`src/design/rtt_pkg.sv`:
```
// Shared types and constants for the repeating timer table.
package rtt_pkg;

   localparam int TIMER_SLOTS_DEF = 8;

   localparam int OP_W       = 3;
   localparam int KEY_W      = 16;
   localparam int IVAL_W     = 32;
   localparam int CNT_W      = 16;
   localparam int TIME_W     = 32;
   localparam int REQ_DATA_W = 136;
   localparam int RSP_DATA_W = 24;

   // req_tdata field positions
   localparam int KEY_LO   = 0;
   localparam int IVAL_LO  = KEY_LO + KEY_W;
   localparam int CNT_LO   = IVAL_LO + IVAL_W;
   localparam int MICRO_LO = CNT_LO + CNT_W;
   localparam int US_LO    = MICRO_LO + 1;
   localparam int MS_LO    = US_LO + TIME_W;

   localparam logic [OP_W-1:0] OP_TICK  = 3'd0;
   localparam logic [OP_W-1:0] OP_SET   = 3'd1;
   localparam logic [OP_W-1:0] OP_KILL  = 3'd2;
   localparam logic [OP_W-1:0] OP_FLUSH = 3'd3;
   localparam logic [OP_W-1:0] OP_QUERY = 3'd4;

   localparam logic KIND_FIRED  = 1'b0;
   localparam logic KIND_STATUS = 1'b1;

   typedef struct packed {
      logic [KEY_W-1:0]  key;
      logic [IVAL_W-1:0] interval;
      logic [CNT_W-1:0]  remaining;
      logic [TIME_W-1:0] stamp;
      logic              micro;
   } slot_type;

   typedef struct packed {
      logic load;
      logic idx_clear;
      logic idx_next;
      logic fire;
      logic free;
      logic insert;
      logic flush;
      logic seek_hit;
      logic seek_end;
      logic emit;
      logic kind;
      logic ok;
   } rtt_cmd_type;

   typedef struct packed {
      logic in_range;
      logic idx_act;
      logic idx_top;
      logic key_zero;
      logic hw_full;
      logic key_match;
      logic due;
      logic out_busy;
   } rtt_status_type;

endpackage

```
`src/design/repeating_timer_table.sv`:
```
// Top level of the repeating timer table.
//
// One word is handled at a time. The slot table sits in a RAM read one slot
// per cycle, so a tick or a key search walks the slots below the high-water
// mark: the word is accepted and decoded, then each slot is read, an
// occupied slot is also evaluated and a due one fired, the end of the scan
// is found unless a key search stops on a match, and the status word is sent.
// A set that succeeds then writes the slot and searches upward for the next
// free one. Flush and unknown opcodes go straight from decode to the status
// word. A stalled result side holds the sequencer only when a second result
// is ready while the first still waits. The table needs no clearing pass
// after reset.
module repeating_timer_table #(
   parameter int TIMER_SLOTS = rtt_pkg::TIMER_SLOTS_DEF
) (
   input  logic                           clock,
   input  logic                           reset,
   input  logic                           req_tvalid,
   output logic                           req_tready,
   // timer_key, interval, repeat_count, micro_base, now_us, now_ms, zero pad
   input  logic [rtt_pkg::REQ_DATA_W-1:0] req_tdata,
   // opcode
   input  logic [rtt_pkg::OP_W-1:0]       req_tuser,
   output logic                           rsp_tvalid,
   input  logic                           rsp_tready,
   // fired_key, ok, zero pad
   output logic [rtt_pkg::RSP_DATA_W-1:0] rsp_tdata,
   // result_kind
   output logic                           rsp_tuser,
   output logic                           rsp_tlast
);
   import rtt_pkg::*;

   rtt_cmd_type    cmd;
   rtt_status_type status;

   rtt_ctrl u_ctrl (
      .clock      (clock),
      .reset      (reset),
      .req_tvalid (req_tvalid),
      .req_tready (req_tready),
      .req_tuser  (req_tuser),
      .status     (status),
      .cmd        (cmd)
   );

   rtt_dp #(
      .TIMER_SLOTS (TIMER_SLOTS)
   ) u_dp (
      .clock      (clock),
      .reset      (reset),
      .req_tdata  (req_tdata),
      .cmd        (cmd),
      .status     (status),
      .rsp_tvalid (rsp_tvalid),
      .rsp_tready (rsp_tready),
      .rsp_tdata  (rsp_tdata),
      .rsp_tuser  (rsp_tuser),
      .rsp_tlast  (rsp_tlast)
   );

endmodule

```
`src/design/rtt_ram.sv`:
```
// Generic single-write, single-read RAM with registered read data.
module rtt_ram #(
   parameter int WIDTH = 8,
   parameter int DEPTH = 8
) (
   input  logic                     clock,
   input  logic                     wr_en,
   input  logic [$clog2(DEPTH)-1:0] wr_addr,
   input  logic [WIDTH-1:0]         wr_data,
   input  logic [$clog2(DEPTH)-1:0] rd_addr,
   output logic [WIDTH-1:0]         rd_data
);

   logic [WIDTH-1:0] mem_ff [DEPTH];
   logic [WIDTH-1:0] rd_data_ff;

   always_ff @(posedge clock) begin
      if (wr_en) begin
         mem_ff[wr_addr] <= wr_data;
      end
      rd_data_ff <= mem_ff[rd_addr];
   end

   assign rd_data = rd_data_ff;

endmodule

```
`src/design/rtt_dp.sv`:
```
// Datapath: slot store, occupancy bookkeeping, scan index and result register.
module rtt_dp #(
   parameter int TIMER_SLOTS = rtt_pkg::TIMER_SLOTS_DEF
) (
   input  logic                           clock,
   input  logic                           reset,
   input  logic [rtt_pkg::REQ_DATA_W-1:0] req_tdata,
   input  rtt_pkg::rtt_cmd_type           cmd,
   output rtt_pkg::rtt_status_type        status,
   output logic                           rsp_tvalid,
   input  logic                           rsp_tready,
   output logic [rtt_pkg::RSP_DATA_W-1:0] rsp_tdata,
   output logic                           rsp_tuser,
   output logic                           rsp_tlast
);
   import rtt_pkg::*;

   localparam int AW = $clog2(TIMER_SLOTS);
   localparam int HW = $clog2(TIMER_SLOTS + 1);

   // latched word
   logic [KEY_W-1:0]  key_ff;
   logic [IVAL_W-1:0] ival_ff;
   logic [CNT_W-1:0]  cnt_ff;
   logic              micro_ff;
   logic [TIME_W-1:0] now_us_ff;
   logic [TIME_W-1:0] now_ms_ff;

   logic [TIMER_SLOTS-1:0] active_ff, active_in;
   logic [HW-1:0]          hw_ff, hw_in;
   logic [AW-1:0]          lowfree_ff, lowfree_in;
   logic [HW-1:0]          idx_ff, idx_in;
   logic [AW-1:0]          idx_a;

   logic             rsp_valid_ff, rsp_valid_in;
   logic [KEY_W-1:0] rsp_key_ff;
   logic             rsp_ok_ff;
   logic             rsp_kind_ff;

   slot_type          rd_slot;
   slot_type          wr_slot;
   logic [$bits(slot_type)-1:0] rd_word;
   logic              wr_en;
   logic [AW-1:0]     wr_addr;
   logic [TIME_W-1:0] now_sel;
   logic [TIME_W-1:0] elapsed;
   logic              do_free;

   assign idx_a   = idx_ff[AW-1:0];
   assign rd_slot = slot_type'(rd_word);

   rtt_ram #(
      .WIDTH ($bits(slot_type)),
      .DEPTH (TIMER_SLOTS)
   ) u_slots (
      .clock   (clock),
      .wr_en   (wr_en),
      .wr_addr (wr_addr),
      .wr_data (wr_slot),
      .rd_addr (idx_a),
      .rd_data (rd_word)
   );

   assign now_sel = rd_slot.micro ? now_us_ff : now_ms_ff;
   assign elapsed = now_sel - rd_slot.stamp;
   assign do_free = cmd.free || (cmd.fire && rd_slot.remaining == CNT_W'(1));

   always_comb begin
      wr_en   = cmd.fire || cmd.insert;
      wr_addr = cmd.insert ? lowfree_ff : idx_a;
      if (cmd.insert) begin
         wr_slot.key       = key_ff;
         wr_slot.interval  = ival_ff;
         wr_slot.remaining = cnt_ff;
         wr_slot.stamp     = micro_ff ? now_us_ff : now_ms_ff;
         wr_slot.micro     = micro_ff;
      end else begin
         wr_slot       = rd_slot;
         wr_slot.stamp = now_sel;
         if (rd_slot.remaining > CNT_W'(1)) begin
            wr_slot.remaining = rd_slot.remaining - CNT_W'(1);
         end
      end
   end

   always_comb begin
      active_in  = active_ff;
      hw_in      = hw_ff;
      lowfree_in = lowfree_ff;
      idx_in     = idx_ff;
      if (cmd.flush) begin
         active_in  = '0;
         hw_in      = '0;
         lowfree_in = '0;
      end
      if (do_free) begin
         active_in[idx_a] = 1'b0;
         if (idx_a < lowfree_ff) begin
            lowfree_in = idx_a;
         end
         if (idx_ff == hw_ff - HW'(1)) begin
            hw_in = hw_ff - HW'(1);
         end
      end
      if (cmd.insert) begin
         active_in[lowfree_ff] = 1'b1;
         if (HW'(lowfree_ff) >= hw_ff) begin
            hw_in = HW'(lowfree_ff) + HW'(1);
         end
      end
      if (cmd.seek_hit) begin
         lowfree_in = idx_a;
      end
      if (cmd.seek_end) begin
         lowfree_in = AW'(TIMER_SLOTS - 1);
      end
      if (cmd.idx_clear) begin
         idx_in = '0;
      end else if (cmd.insert) begin
         idx_in = HW'(lowfree_ff) + HW'(1);
      end else if (cmd.idx_next) begin
         idx_in = idx_ff + HW'(1);
      end
   end

   always_comb begin
      status.in_range  = idx_ff < hw_ff;
      status.idx_top   = idx_ff >= HW'(TIMER_SLOTS);
      status.idx_act   = !status.idx_top && active_ff[idx_a];
      status.key_zero  = key_ff == '0;
      status.hw_full   = hw_ff == HW'(TIMER_SLOTS);
      status.key_match = rd_slot.key == key_ff;
      status.due       = elapsed >= rd_slot.interval;
      status.out_busy  = rsp_valid_ff && !rsp_tready;
   end

   assign rsp_valid_in = cmd.emit ? 1'b1 : (rsp_tready ? 1'b0 : rsp_valid_ff);

   always_ff @(posedge clock) begin
      if (reset) begin
         active_ff    <= '0;
         hw_ff        <= '0;
         lowfree_ff   <= '0;
         idx_ff       <= '0;
         rsp_valid_ff <= 1'b0;
      end else begin
         active_ff    <= active_in;
         hw_ff        <= hw_in;
         lowfree_ff   <= lowfree_in;
         idx_ff       <= idx_in;
         rsp_valid_ff <= rsp_valid_in;
      end
   end

   always_ff @(posedge clock) begin
      if (cmd.load) begin
         key_ff    <= req_tdata[KEY_LO +: KEY_W];
         ival_ff   <= req_tdata[IVAL_LO +: IVAL_W];
         cnt_ff    <= req_tdata[CNT_LO +: CNT_W];
         micro_ff  <= req_tdata[MICRO_LO];
         now_us_ff <= req_tdata[US_LO +: TIME_W];
         now_ms_ff <= req_tdata[MS_LO +: TIME_W];
      end
      if (cmd.emit) begin
         rsp_key_ff  <= (cmd.kind == KIND_FIRED) ? rd_slot.key : '0;
         rsp_ok_ff   <= cmd.ok;
         rsp_kind_ff <= cmd.kind;
      end
   end

   assign rsp_tvalid = rsp_valid_ff;
   assign rsp_tdata  = RSP_DATA_W'({rsp_ok_ff, rsp_key_ff});
   assign rsp_tuser  = rsp_kind_ff;
   assign rsp_tlast  = rsp_kind_ff == KIND_STATUS;

endmodule

```
`src/design/rtt_ctrl.sv`:
```
// Controller: sequences one operation at a time over the slot datapath.
module rtt_ctrl (
   input  logic                     clock,
   input  logic                     reset,
   input  logic                     req_tvalid,
   output logic                     req_tready,
   input  logic [rtt_pkg::OP_W-1:0] req_tuser,
   input  rtt_pkg::rtt_status_type  status,
   output rtt_pkg::rtt_cmd_type     cmd
);
   import rtt_pkg::*;

   typedef enum logic [2:0] {
      S_IDLE,
      S_DECODE,
      S_READ,
      S_EVAL,
      S_FIRE,
      S_INSERT,
      S_SEEK,
      S_STATUS
   } state_type;

   state_type         state_ff, state_in;
   logic [OP_W-1:0]   op_ff, op_in;
   logic              ok_ff, ok_in;

   assign req_tready = state_ff == S_IDLE;

   always_comb begin
      state_in = state_ff;
      op_in    = op_ff;
      ok_in    = ok_ff;
      cmd      = '0;
      case (state_ff)
         S_IDLE: begin
            if (req_tvalid) begin
               cmd.load      = 1'b1;
               cmd.idx_clear = 1'b1;
               op_in         = req_tuser;
               state_in      = S_DECODE;
            end
         end
         S_DECODE: begin
            state_in = S_STATUS;
            case (op_ff)
               OP_TICK: begin
                  state_in = S_READ;
               end
               OP_SET: begin
                  ok_in = 1'b0;
                  if (!status.key_zero && !status.hw_full) begin
                     state_in = S_READ;
                  end
               end
               OP_KILL: begin
                  ok_in = 1'b1;
                  if (!status.key_zero) begin
                     state_in = S_READ;
                  end
               end
               OP_QUERY: begin
                  ok_in = 1'b0;
                  if (!status.key_zero) begin
                     state_in = S_READ;
                  end
               end
               OP_FLUSH: begin
                  cmd.flush = 1'b1;
                  ok_in     = 1'b1;
               end
               default: begin
                  ok_in = 1'b0;
               end
            endcase
         end
         S_READ: begin
            if (!status.in_range) begin
               case (op_ff)
                  OP_SET: begin
                     state_in = S_INSERT;
                  end
                  OP_QUERY: begin
                     ok_in    = 1'b0;
                     state_in = S_STATUS;
                  end
                  default: begin
                     ok_in    = 1'b1;
                     state_in = S_STATUS;
                  end
               endcase
            end else if (!status.idx_act) begin
               cmd.idx_next = 1'b1;
            end else begin
               state_in = S_EVAL;
            end
         end
         S_EVAL: begin
            if (op_ff == OP_TICK) begin
               if (status.due) begin
                  state_in = S_FIRE;
               end else begin
                  cmd.idx_next = 1'b1;
                  state_in     = S_READ;
               end
            end else if (status.key_match) begin
               state_in = S_STATUS;
               case (op_ff)
                  OP_SET: begin
                     ok_in = 1'b0;
                  end
                  OP_KILL: begin
                     cmd.free = 1'b1;
                     ok_in    = 1'b1;
                  end
                  default: begin
                     ok_in = 1'b1;
                  end
               endcase
            end else begin
               cmd.idx_next = 1'b1;
               state_in     = S_READ;
            end
         end
         S_FIRE: begin
            if (!status.out_busy) begin
               cmd.fire     = 1'b1;
               cmd.emit     = 1'b1;
               cmd.kind     = KIND_FIRED;
               cmd.ok       = 1'b1;
               cmd.idx_next = 1'b1;
               state_in     = S_READ;
            end
         end
         S_INSERT: begin
            cmd.insert = 1'b1;
            ok_in      = 1'b1;
            state_in   = S_SEEK;
         end
         S_SEEK: begin
            if (status.idx_top) begin
               cmd.seek_end = 1'b1;
               state_in     = S_STATUS;
            end else if (!status.idx_act) begin
               cmd.seek_hit = 1'b1;
               state_in     = S_STATUS;
            end else begin
               cmd.idx_next = 1'b1;
            end
         end
         S_STATUS: begin
            if (!status.out_busy) begin
               cmd.emit = 1'b1;
               cmd.kind = KIND_STATUS;
               cmd.ok   = ok_ff;
               state_in = S_IDLE;
            end
         end
         default: begin
            state_in = S_IDLE;
         end
      endcase
   end

   always_ff @(posedge clock) begin
      if (reset) begin
         state_ff <= S_IDLE;
         op_ff    <= OP_TICK;
         ok_ff    <= 1'b0;
      end else begin
         state_ff <= state_in;
         op_ff    <= op_in;
         ok_ff    <= ok_in;
      end
   end

endmodule

```
`config.mk`:
```
export PLATFORM = sky130hd
export DESIGN_NAME = repeating_timer_table
export DESIGN_NICKNAME = d
export VERILOG_FILES = /design/src/design/rtt_pkg.sv /design/src/design/repeating_timer_table.sv /design/src/design/rtt_ram.sv /design/src/design/rtt_dp.sv /design/src/design/rtt_ctrl.sv
export SDC_FILE = /design/constraint.sdc
export NUM_CORES = 1
export LEC_CHECK = 0
export BUFFER_PORTS_ARGS = -buffer_cell sky130_fd_sc_hd__buf_2
export CAP_MARGIN = 20
export CORE_ASPECT_RATIO = 1.1
export CORE_MARGIN = 2
export CORE_UTILIZATION = 62
export CTS_BUF_LIST = sky130_fd_sc_hd__clkbuf_8
export DETAILED_ROUTE_END_ITERATION = 16
export PLACE_DENSITY = 0.82
export SLEW_MARGIN = 20
export SYNTH_ARGS = -nofsm -noshare
export SYNTH_HDL_FRONTEND = slang
export SYNTH_SLANG_ARGS = --single-unit
```
`constraint.sdc`:
```
create_clock -name clock -period 26.9 [get_ports clock]
set_input_delay 2.69 -clock clock [delete_from_list [all_inputs] [get_ports clock]]
set_output_delay 2.69 -clock clock [all_outputs]
set_load 0.1 [all_outputs]
```
## After elaboration in Yosys (flattened, before gate mapping)

Memories as Yosys holds them, arrays and structs flattened. A register that Yosys moved wholly into a read port is not among the register bits.
Index checks and enable logic that the tools add are counted.

- Bits in registers: 174
- RAM bits: 776
- Input port bits: 143
- Output and inout port bits: 28
- Word-level logic and storage cells: 162
- Memories kept: 1

Memories:

| name | depth | width | rd ports | clocked after Yosys merged registers in | wr ports | RTL line | text |
|---|---|---|---|---|---|---|---|
| u_dp.u_slots.mem_ff | 8 | 97 | 1 | 1 | 1 | rtt_ram.sv:14 | `logic [WIDTH-1:0] mem_ff [DEPTH];` |

- Add/sub/neg operators: 5
- Order comparisons: 10
- Equality and inequality tests: 25
- Muxes and demuxes: 77
- Bitwise gates (word level): 3
- Reduce and logical (&&, ||, !) cells: 24

Operators with widths:

| cell | number |
|---|---|
| $mux W97 | 1 |
| $mux W32 | 2 |
| $mux W3 | 20 |
| $ge A32 B32 Y1 | 1 |
| $sub A32 B32 Y32 | 1 |
| $mux W1 | 28 |
| $mux W4 | 7 |
| $mux W8 | 3 |
| $pmux W3 S8 | 1 |
| $eq A16 B1 Y1 const B | 1 |
| $eq A16 B16 Y1 | 1 |
| $gt A16 B1 Y1 const B | 1 |
| $logic_not A16 Y1 | 1 |
| $mux W16 | 1 |
| $ne A2 B2 Y1 const B | 8 |
| $sub A16 B1 Y16 const B | 1 |
| $eq A3 B3 Y1 const B | 5 |
| $eq A3 B2 Y1 const B | 4 |
| $mux W2 | 5 |
| $pmux W3 S3 | 1 |
| $and A8 B8 Y8 | 1 |
| $lt A3 B4 Y1 const B | 2 |
| $not A8 Y8 | 1 |
| $or A8 B8 Y8 | 1 |
| other kinds (27) | 46 |

## Depth between registers and ports, before layout

- Depth in word-level cells: 9
- Mapped depth: 25
- Depth with buffers taken out: 23

## By module

A second synthesis with hierarchy kept.

- Cell total of the unflattened synthesis: 2311
- Area total of the unflattened synthesis: 42330.6 um2

By module, submodules not included:

| module | instances | cells each | area each (um2) | seq. area each (um2) |
|---|---|---|---|---|
| rtt_ram | 1 | 1232 | 31122.3 | 25244.2 |
| rtt_dp | 1 | 986 | 10458.8 | 4814.6 |
| rtt_ctrl | 1 | 93 | 749.5 | 140.1 |

## Worst setup path after synthesis

No wires, ideal clock.

- Path kind: input to register
- Start point: input req_tvalid
- End point: register u_dp.idx_ff[3]
- Setup time: 0.127 ns
- Data arrival time: 13.362 ns
- Required time: 26.773 ns
- Setup slack: 13.411 ns
- Cell stages on the path: 3
- Buffers on the path: 0
- Path through: nor3b_1 > nor2_1 > o2111a_1

- Cells in the longest elaborated chain, start to end: 3

Ends and longest elaborated chain:

| what | RTL line | text |
|---|---|---|
| from (decl) | repeating_timer_table.sv:18 | `input logic req_tvalid,` |
| $mux W2 | rtt_ctrl.sv:37 | `if (req_tvalid) begin` |
| $mux W2 | rtt_ctrl.sv:35 | `case (state_ff)` |
| $reduce_or A2 Y1 (no source line) | n/a |  |
| to (signal assigned) | rtt_dp.sv:150 | `idx_ff <= idx_in;` |
| to (decl) | rtt_dp.sv:32 | `logic [HW-1:0] idx_ff, idx_in;` |

No other way between the ends.
A chain may end at the register's enable or synchronous reset.

## Final worst setup path

- Start point: register u_dp.u_slots.rd_data_ff[0] (netlist: u_dp.u_slots.rd_data[0]) (read register of u_dp.u_slots.mem_ff)
- End point: register u_dp.idx_ff[2]

- Cells in the longest elaborated chain, start to end: 7

Ends and longest elaborated chain:

| what | RTL line | text |
|---|---|---|
| from (decl) | rtt_ram.sv:15 | `logic [WIDTH-1:0] rd_data_ff;` |
| $mux W32 | rtt_dp.sv:64 | `assign now_sel = rd_slot.micro ? now_us_ff : now_ms_ff;` |
| $sub A32 B32 Y32 | rtt_dp.sv:65 | `assign elapsed = now_sel - rd_slot.stamp;` |
| $ge A32 B32 Y1 | rtt_dp.sv:133 | `status.due = elapsed >= rd_slot.interval;` |
| $mux W1 | rtt_ctrl.sv:100 | `if (status.due) begin` |
| $mux W1 | rtt_ctrl.sv:99 | `if (op_ff == OP_TICK) begin` |
| $pmux W1 S4 | rtt_ctrl.sv:35 |  |
| $reduce_bool A2 Y1 (no source line) | n/a |  |

No other way between the ends.

==> results.ini <==
[clock_tree]
cts.sinks = 1047
cts_resized = 0
cts_setup_buffers = 0
clock_path_buffers = 3
clkLatencyLatePin_ns = 0.83
numCtsBuffers = 157
cts-hold-fix-buffers = 0
clkTransAtPathRegs_ns = 0.06
cts-root-buf = clkbuf_8
cts_tree = done
ctsHtreeMaxLevel = 4

[power]
p_leak_nw = 15.45
p_per_area_mw_per_mm2 = 81.33
ir_drop_v = 0.00005619
power_mw = 3.659

[global_routing]
grt_max_degree = 79
overflow = 0
grt_pass1_wl_um = 139300
grt_pass1_vias = 24230
antenna_found_initial = 2
grt_util_all_layers = 0.2796

[critical_path]
critPathMaxFanout = 33
r2r-end = u_dp.idx_ff[2]
path_class = register to register
worst_r2r_startpoint = u_dp.u_slots.rd_data[0]
cp.arrival_ns = 7.19
regToRegSetupSlack_ns = 20.48
critPathRequiredTime_ns = 27.66
worstRegToRegCells = 22
worstSetupStartpointType = register
crit_path_end_kind = register

[floorplanning]
die_y_um = 271.0
rows = 97
die_area_mm2 = 0.06687
core-area_mm2 = 0.06396
initial_core_util = 0.6283
die_w_um = 246.7
io_pins = 171

[routing]
wl_per_cell_um = 24.87
totalWireLength_um = 93560
drt_iter0_drc = 2980
via_count = 24060
drt-vias-per-instance = 6.396
route.detailed.drc = 0
firstDrtPassIters = 6
ant_nets = 0

[synth]
avgSynthCellArea_um2 = 15.69
yosysTopAreaCell = edfxtp_1
synth-main-ff-cell = edfxtp_1
ys_async_sr_fraction = 0
synth.ff_latch_count = 1047
synthTopCellsByArea = edfxtp_1 (69%), a22oi_1 (7.1%), dfxtp_1 (6.2%)
netlist.area_leader.share = 0.6897
ys_warn_count = 0
syn_inst = 2561
ys_seq_area_frac = 0.7515
synth_area_mm2 = 0.04019
synth-edff-count = 923
synth_cell_types = 76

[sta]
fmax_mhz = 155.7
fin_ws_ns = 20.48
hold_slack_ns = 0.4412
maxSlewViolCount = 0
min_period_ns = 6.424
tightest_slew_ns = 1.107
setup_viol = 0
fin_crit_sh = 0.2388
tns_ns = 0
max-slew-margin-rel = 0.2622
finalHoldViolCount = 0
rsz0062_at_grt = false
skew_ns = 0.04637

[placement]
numPortBuffers = 156
place_ws_ns = 20.33
place_congestion = 0.9050
hpwl_um = 52850

[hold_path]
hold_start = u_dp.u_slots.mem_ff[5][23]
min_to = u_dp.u_slots.rd_data[23]
min_path_cells = 2
hold_class = register to register

[final_layout]
final-seq-area_mm2 = 0.03020
fin_util = 0.7034
nNetsFinal = 3011
layout-drive-gt1-share = 0.1751
syn2layout_area_growth_pct = 11.95
num-fill-cells = 3894
multi_input_area_mm2 = 0.009278

[job]
cap_violations = 0

[outcome]
status = finished clean

==> worst max path at each step <==
stage,startpoint,end,cells past startpoint
2_1_floorplan,req_tvalid,u_dp.idx_ff[3],3
3_3_place_gp,rsp_tready,u_dp.u_slots.mem_ff[5][42],7
3_5_place_dp,rsp_tready,u_dp.u_slots.mem_ff[5][45],7
4_1_cts,u_dp.u_slots.rd_data[0],u_dp.idx_ff[2],22
5_1_grt,u_dp.u_slots.rd_data[0],u_dp.idx_ff[2],22
6_report,u_dp.u_slots.rd_data[0],u_dp.idx_ff[2],22
==> area by class of cell <==
| class | count | area share |
|---|---|---|
| well taps | 841 | 0.02339 |
| inverters | 86 | 0.007175 |
| flip-flops and latches | 1047 | 0.6713 |
| clock buffers | 177 | 0.05415 |
| repair buffers | 194 | 0.02414 |
| multi-input cells | 1302 | 0.2062 |
| clock inverters | 113 | 0.01352 |
| diodes | 2 | 0.0001112 |
==> registers in the layout, summed over array words and instances (netlist names) <==
signal,cells
u_ctrl.op_ff,3
u_dp.rsp_key_ff,16
u_ctrl.ok_ff,1
u_dp.rsp_ok_ff,1
u_dp.now_ms_ff,32
u_dp.micro_ff,1
u_dp.idx_ff,4
u_dp.key_ff,16
u_dp.hw_ff,4
u_dp.rsp_tvalid,1
u_dp.lowfree_ff,3
u_dp.active_ff,8
u_dp.u_slots.mem_ff,776
u_ctrl.state_ff,3
u_dp.now_us_ff,32
u_dp.u_slots.rd_data,97
u_dp.ival_ff,32
u_dp.rsp_tlast,1
u_dp.cnt_ff,16
==> metal layers <==
metal | wire (µm) | vias up | GRT usage | part of all wire
li1 | - | 10580 | - | -
met1 | 34810 | 11800 | 0.3618 | 0.37
met2 | 46420 | 1483 | 0.4619 | 0.50
met3 | 9062 | 204 | 0.05426 | 0.097
met4 | 3272 | 0 | 0.1244 | 0.035
met5 | 0 | - | 0 | 0
==> per-stage QoR <==
stage | area [µm²] | std cells
2_1_floorplan | 40210 | 2567
3_3_place_gp | 41910 | 3469
3_5_place_dp | 41910 | 3469
4_1_cts | 44960 | 3759
5_1_grt | 44990 | 3761
6_report | 44990 | 3762
==> Yosys cell counts, drive strengths merged, types with 7 or more instances <==
cell type	number
inv	84
nand2b	12
or2	7
nand4	108
nor3	25
nand3	8
clkbuf	108
o21ai	79
a211oi	12
ha	79
a31oi	9
a21o	16
mux2i	11
buf	24
nand2	146
edfxtp	923
xnor2	31
nor4	12
and2	18
xor2	34
dfxtp	124
a21oi	68
nor2	85
a22oi	379
or3	8
nor2b	9
mux2	67
==> cell families (layout without fill, tap and decap cells) <==
kind of cell | Yosys count | in the layout | synth area share
and+or+nand+nor | 456 | 456 | 0.05788
muxes | 80 | 80 | 0.02264
other | 1 | 9 | 0.00009332
adders and majority gates | 80 | 80 | 0.02510
AOI/OAI and AO/OA | 614 | 614 | 0.1070
buffers and inverters | 218 | 570 | 0.02167
DFF | 1047 | 1047 | 0.7515
xor gates and xnor gates | 65 | 65 | 0.01417
==> critical path: stages (launching register included) <==
cell	delay, ns
dfxtp_2	0.93
mux2i_1	0.39
ha_1	0.22
inv_1	0.06
fa_1	0.42
a21oi_1	0.22
o21bai_1	0.15
a21boi_0	0.30
o21ai_0	0.28
o31ai_1	0.47
o311ai_0	0.28
o21a_1	0.23
nor2_1	0.12
xnor2_1	0.19
ha_1	0.30
and4_1	0.17
a221oi_1	0.24
o21ai_0	0.25
a21o_1	0.23
a31oi_1	0.34
o21ai_0	0.21
xor2_1	0.17
a21oi_1	0.15
==> where the power goes <==
group / internal, mW / switching (mW)
combinational: 0.172 / 0.322
clock: 0.643 / 0.590
sequential: 1.89 / 0.0393
==> cells in the final DEF (no fill, tap or decap), types with 76 or more instances in the layout <==
master    instances
a22oi_1         379
o21ai_0          77
clkbuf_8        177
nand4_1         107
dfxtp_1         123
edfxtp_1        923
nor2_1           76
nand2_1         145
buf_2           156
inv_1           149
ha_1             79
Power figures use the tool's default switching activity.
